## config.mk

```make
export PLATFORM = sky130hd
export DESIGN_NAME = bpc_div
export DESIGN_NICKNAME = d
export VERILOG_FILES = /design/src/rtl/bpc_div.sv
export SDC_FILE = /design/constraint.sdc
export NUM_CORES = 2
export LEC_CHECK = 0
export BUFFER_PORTS_ARGS = -buffer_cell sky130_fd_sc_hd__buf_4
export CAP_MARGIN = 5
export CORE_MARGIN = 4
export CORE_UTILIZATION = 45
export DETAILED_ROUTE_END_ITERATION = 16
export PLACE_DENSITY = 0.68
export SETUP_SLACK_MARGIN = 0.05
export SLEW_MARGIN = 40
export SYNTH_ARGS = -nofsm -noshare
export SYNTH_HDL_FRONTEND = slang
export SYNTH_SLANG_ARGS = --single-unit
```

## constraint.sdc

```tcl
create_clock -name clk -period 4.4 [get_ports clk]
set_input_delay 0.22 -clock clk [delete_from_list [all_inputs] [get_ports clk]]
set_output_delay 0.22 -clock clk [all_outputs]
set_load 0.005 [all_outputs]
```

## src/rtl/bpc_div.sv

```systemverilog
`timescale 1ns / 1ps
module bpc_div #(
  parameter int NW = 27,
  parameter int DW = 20,
  parameter int QW = 27,
  parameter int SW = 1
) (
  input  logic          clk,
  input  logic          rst,
  input  logic          en,
  input  logic          in_valid,
  input  logic [NW-1:0] num,
  input  logic [DW-1:0] den,
  input  logic [SW-1:0] side_in,
  output logic          out_valid,
  output logic [QW-1:0] quo,
  output logic [SW-1:0] side_out
);

  localparam int CW = (NW > DW + QW) ? NW : DW + QW;

  logic [NW-1:0] rem [QW];
  logic [QW-1:0] qt  [QW];
  logic [DW-1:0] dv  [QW];
  logic [SW-1:0] sd  [QW];
  logic [QW-1:0] vld;

  logic [NW-1:0] rem_next [QW];
  logic [QW-1:0] qt_next  [QW];

  // one quotient bit per stage, msb first
  always_comb begin
    logic [NW-1:0] r_cur;
    logic [QW-1:0] q_cur;
    logic [DW-1:0] d_cur;
    logic [CW-1:0] trial;
    for (int i = 0; i < QW; i++) begin
      if (i == 0) begin
        r_cur = num;
        q_cur = '0;
        d_cur = den;
      end else begin
        r_cur = rem[i-1];
        q_cur = qt[i-1];
        d_cur = dv[i-1];
      end
      trial = CW'(d_cur) << (QW - 1 - i);
      if (CW'(r_cur) >= trial) begin
        rem_next[i] = NW'(CW'(r_cur) - trial);
        qt_next[i]  = q_cur | (QW'(1) << (QW - 1 - i));
      end else begin
        rem_next[i] = r_cur;
        qt_next[i]  = q_cur;
      end
    end
  end

  always_ff @(posedge clk) begin
    if (en) begin
      for (int i = 0; i < QW; i++) begin
        rem[i] <= rem_next[i];
        qt[i]  <= qt_next[i];
        if (i == 0) begin
          dv[i] <= den;
          sd[i] <= side_in;
        end else begin
          dv[i] <= dv[i-1];
          sd[i] <= sd[i-1];
        end
      end
    end
  end

  always_ff @(posedge clk) begin
    if (rst) begin
      vld <= '0;
    end else if (en) begin
      vld <= {vld[QW-2:0], in_valid};
    end
  end

  assign out_valid = vld[QW-1];
  assign quo       = qt[QW-1];
  assign side_out  = sd[QW-1];

endmodule

```

==> results.md <==
| Parameter | This run |
|---|---|
| Height of the die | 408 um |
| Placement Rows | 146 |
| Fmax achieved | 277 MHz |
| Die extent in x | 408 um |
| Distinct cells, synth | 85 |
| Complex-gate fraction of the synthesized area | 8.12% |
| Most used standard cell by instance count after synthesis | edfxtp_1 |
| CTS clk-pin slew, worst paths | 0.06 ns |
| Peak-usage layer in the global routing report | met2 |
| Type of destination of the critical path | flop |
| Share of the cycle needed by the critical path after routing | 82.2% |
| Initial core utilization | 45.3% |
| DRC marker count from the first detailed-route iteration | 2716 |
| Met2 layer usage reported by global route | 28.2% |
| Main flop type after synthesis | edfxtp_1 |
| Synthesized netlist net count | 5365 |
| CORE AREA | 159000 um^2 |
| Adder-cell share of the synthesized area | 6.79% |
| Synth cell count leaders | edfxtp_1 (1627), inv_1 (462), ha_1 (350) |
| DRT Pass-1 Iters | 5 |
| Endpoints failing setup | 0 |
| Max-capacitance violation count | 0 |
| Wire length of the first global-routing pass | 210 mm |
| Wire length after detailed routing | 132 mm |
| Type of the worst min-delay path | primary input to flop |
| Top area cells in the synthesized netlist | edfxtp_1 (68%), ha_1 (6.1%), inv_1 (2.4%) |
| Main combinational cell family by area after synthesis | compound AO/OA/AOI/OAI gates |
| Source-to-sink clock delay at the later pin of the worst-skew pair | 0.81 ns |
| Layout cell share with drive strength beyond 1 | 11.1% |
| Antenna cell count | 0 |
| TritonCTS clock tree | built |
| Most area-hungry cell type in the Yosys netlist | edfxtp_1 |
| Number of input and output port buffers inserted | 80 |
| Async set-or-reset flop fraction in the synthesized netlist | 0% |
| Sequential element share of the synthesized area | 68.8% |
| Warning count from the yosys run | 0 |
| Number of CTS-inserted buffers | 174 |
| Peak VDD IR | 0.407 mV |
| Final Critical Period | 3.62 ns |
| Synthesized area | 71800 um^2 |
| Power per Cell Area | 512 nW/um^2 |
| M1 GR Usage | 19.1% |
| Count of pins over their slew limit | 0 |
| Root Buffer | clkbuf_16 |
| Via count | 39200 |
| Overflow left after global routing | 0 |
| Buffer depth of the longest clock path | 3 |
| Count of boundary I/O pins | 81 |
| Worst path required time | 4.94 ns |
| Type of the worst setup path | flop to flop |
| Post-detailed-route DRC marker count | 0 |
| Number of synthesized register bits | 1654 |
| Normalized max-slew margin | 45.4% |
| Antenna violations before repair | 0 |
| P_leak | 30.8 nW |
| Number of clock sinks | 1654 |
| Switching part of the total | 26.2% |
| Total track usage | 15.7% |
| Proportion of netlist area held by the largest area contributor | 68.0% |
| Final GP Congestion | 0.909 |
| Number of H-tree branching levels | 4 |
| Final Net Count | 5639 |
| Basic-gate share of the synthesized area counting and, or, nand and nor cells | 6.99% |
| Number of synthesized flops with an enable pin | 1627 |
| Final-layout setup total negative slack | 0 ns |
| Pin count of the biggest net entering global routing | 153 |
| Flop pwr share | 48.1% |
| Portion of netlist area occupied by mux cells | 3.09% |
| Synth-to-Final Area Change | 13.5% |
| Avg Synthesized Cell Area | 14.5 um^2 |
| Result of the run | completed |
| Unrepaired setup endpoints after global routing | false |
| M3 GR Usage | 2.92% |
| Number of setup buffers added after CTS | 0 |
| Worst setup SP type | flop |
| WL/cell | 17.7 um |
| Overall die area | 166000 um^2 |
| Part of the power in the clock network | 34.9% |
| Via count of the first global-routing pass | 39300 |
| Largest fanout on the critical path | 16 |
| Power dissipated by switching net loads | 0.0110 W |
| Hold violation total from the final report | 0 |
| Number of standard cells after synthesis | 4938 |
| Per-cell via count in the routed design | 5.28 |
| Final clock skew | 0.0403 ns |
| Combinational share of power | 17.0% |
| Final core utilization | 51.4% |
| Placed wire-length estimate after detailed placement | 92.4 mm |
| Least-Margin Pin Slew | 0.798 ns |
| Number of nets with antenna violations after detailed routing | 0 |
| Synth Area in XOR/XNOR | 3.15% |
| Arrival @ worst endpoint | 4.16 ns |
| Int Pwr | 0.0308 W |
## critical path, cell delays in order, from the launching register on
cell      delay (ns)
edfxtp_1        0.34
inv_1           0.05
ha_1            0.21
fa_1            0.41
nor2b_1         0.16
o31ai_1         0.14
a21o_1          0.18
o21ai_0         0.49
o31ai_1         0.23
a211oi_4        0.44
buf_4           0.32
mux2_2          0.37
## stage by stage
stage          setup slack [ns]  hold WS (ns)  std cells  power (W)  instance area (um^2)
2_1_floorplan              1.19         0.319       4938     0.0253                 71800
3_3_place_gp              0.888         0.401       7055     0.0272                 75200
3_5_place_dp              0.801         0.400       7055     0.0274                 75200
4_1_cts                   0.767        0.0226       7423     0.0422                 81500
5_1_grt                   0.531        0.0796       7425     0.0439                 81600
6_report                  0.784         0.133       7425     0.0418                 81600
## power by group through the flow
stage	Clock, W	Combinational [W]	Sequential, W
after floorplan	0	0.00530	0.0200
after CTS	0.0150	0.00703	0.0201
after global placement	0	0.00679	0.0204
after global routing	0.0157	0.00795	0.0203
after detailed placement	0	0.00694	0.0205
final	0.0146	0.00709	0.0201
## registers in the layout (all words and copies together), names as in the netlist
name and count:
qt 378, vld 27, rem 702, sd 27
dv 520
## area by class of cell
cell class | instances | area (um^2)
Inverter | 462 | 1730
Tap cell | 2072 | 2590
Clock buffer | 210 | 4540
Fill cell | 13000 | 77000
Multi-Input combinational cell | 2730 | 20300
Sequential cell | 1654 | 49400
Clock inverter | 107 | 1270
Timing Repair Buffer | 190 | 1730
## worst paths after layout
kind	from	depth (start not counted)	end	slack, ns
setup / recovery	rem[1][35]	11	rem[1][72]	0.78
hold reg to reg	qt[0][130]	0	qt[0][157]	0.39
setup reg to reg	rem[1][35]	11	rem[1][72]	0.78
hold / removal	den[4]	2	dv[0][4]	0.13
## metal layers
layer	part of all wire (%)	vias to the layer above	wire (um)
li1	-	19200	-
met1	41	19000	54400
met2	51	759	67700
met3	4.3	237	5690
met4	2.9	0	3800
met5	0	-	0
## cells by family (layout without fill, tap and decap cells)
kind of cell    after synthesis  after routing
compound gates              918            918
xor+xnor                    258            258
fa+ha+maj                   375            375
buf+inv                     554            969
flops                      1654           1654
mux                         200            200
simple gates                979            979
## what timing repair did
item | 4_1_cts | 5_1_grt
gates resized for setup | 0 | 0
hold endpoints to repair | 76 | 56
hold buffers | 51 | 1
## placed cells by master, fill, tap and decap left out, types with 15 or more instances in the layout
master	count
nand2_1	250
o31a_1	15
fa_1	25
nor3_1	72
o31ai_1	26
mux2_2	140
inv_1	462
dlygate4sd3_1	52
ha_1	350
nand4b_1	20
dfxtp_1	27
mux2i_1	52
buf_4	125
bufinv_16	18
nand2b_1	44
a21o_1	119
a211oi_1	31
xor2_1	118
nor2_1	203
o21bai_1	22
a21oi_1	234
nor4_1	109
o21ai_0	256
and3_1	23
o21a_1	39
clkinv_1	29
nand4_1	53
clkinv_2	30
or2_2	15
clkbuf_16	175
edfxtp_1	1627
a31oi_1	23
o211ai_1	15
clkbuf_1	32
xnor2_1	140
nor2b_1	55
nand3_1	52
Note: power is estimated with default switching activity, not from simulation.
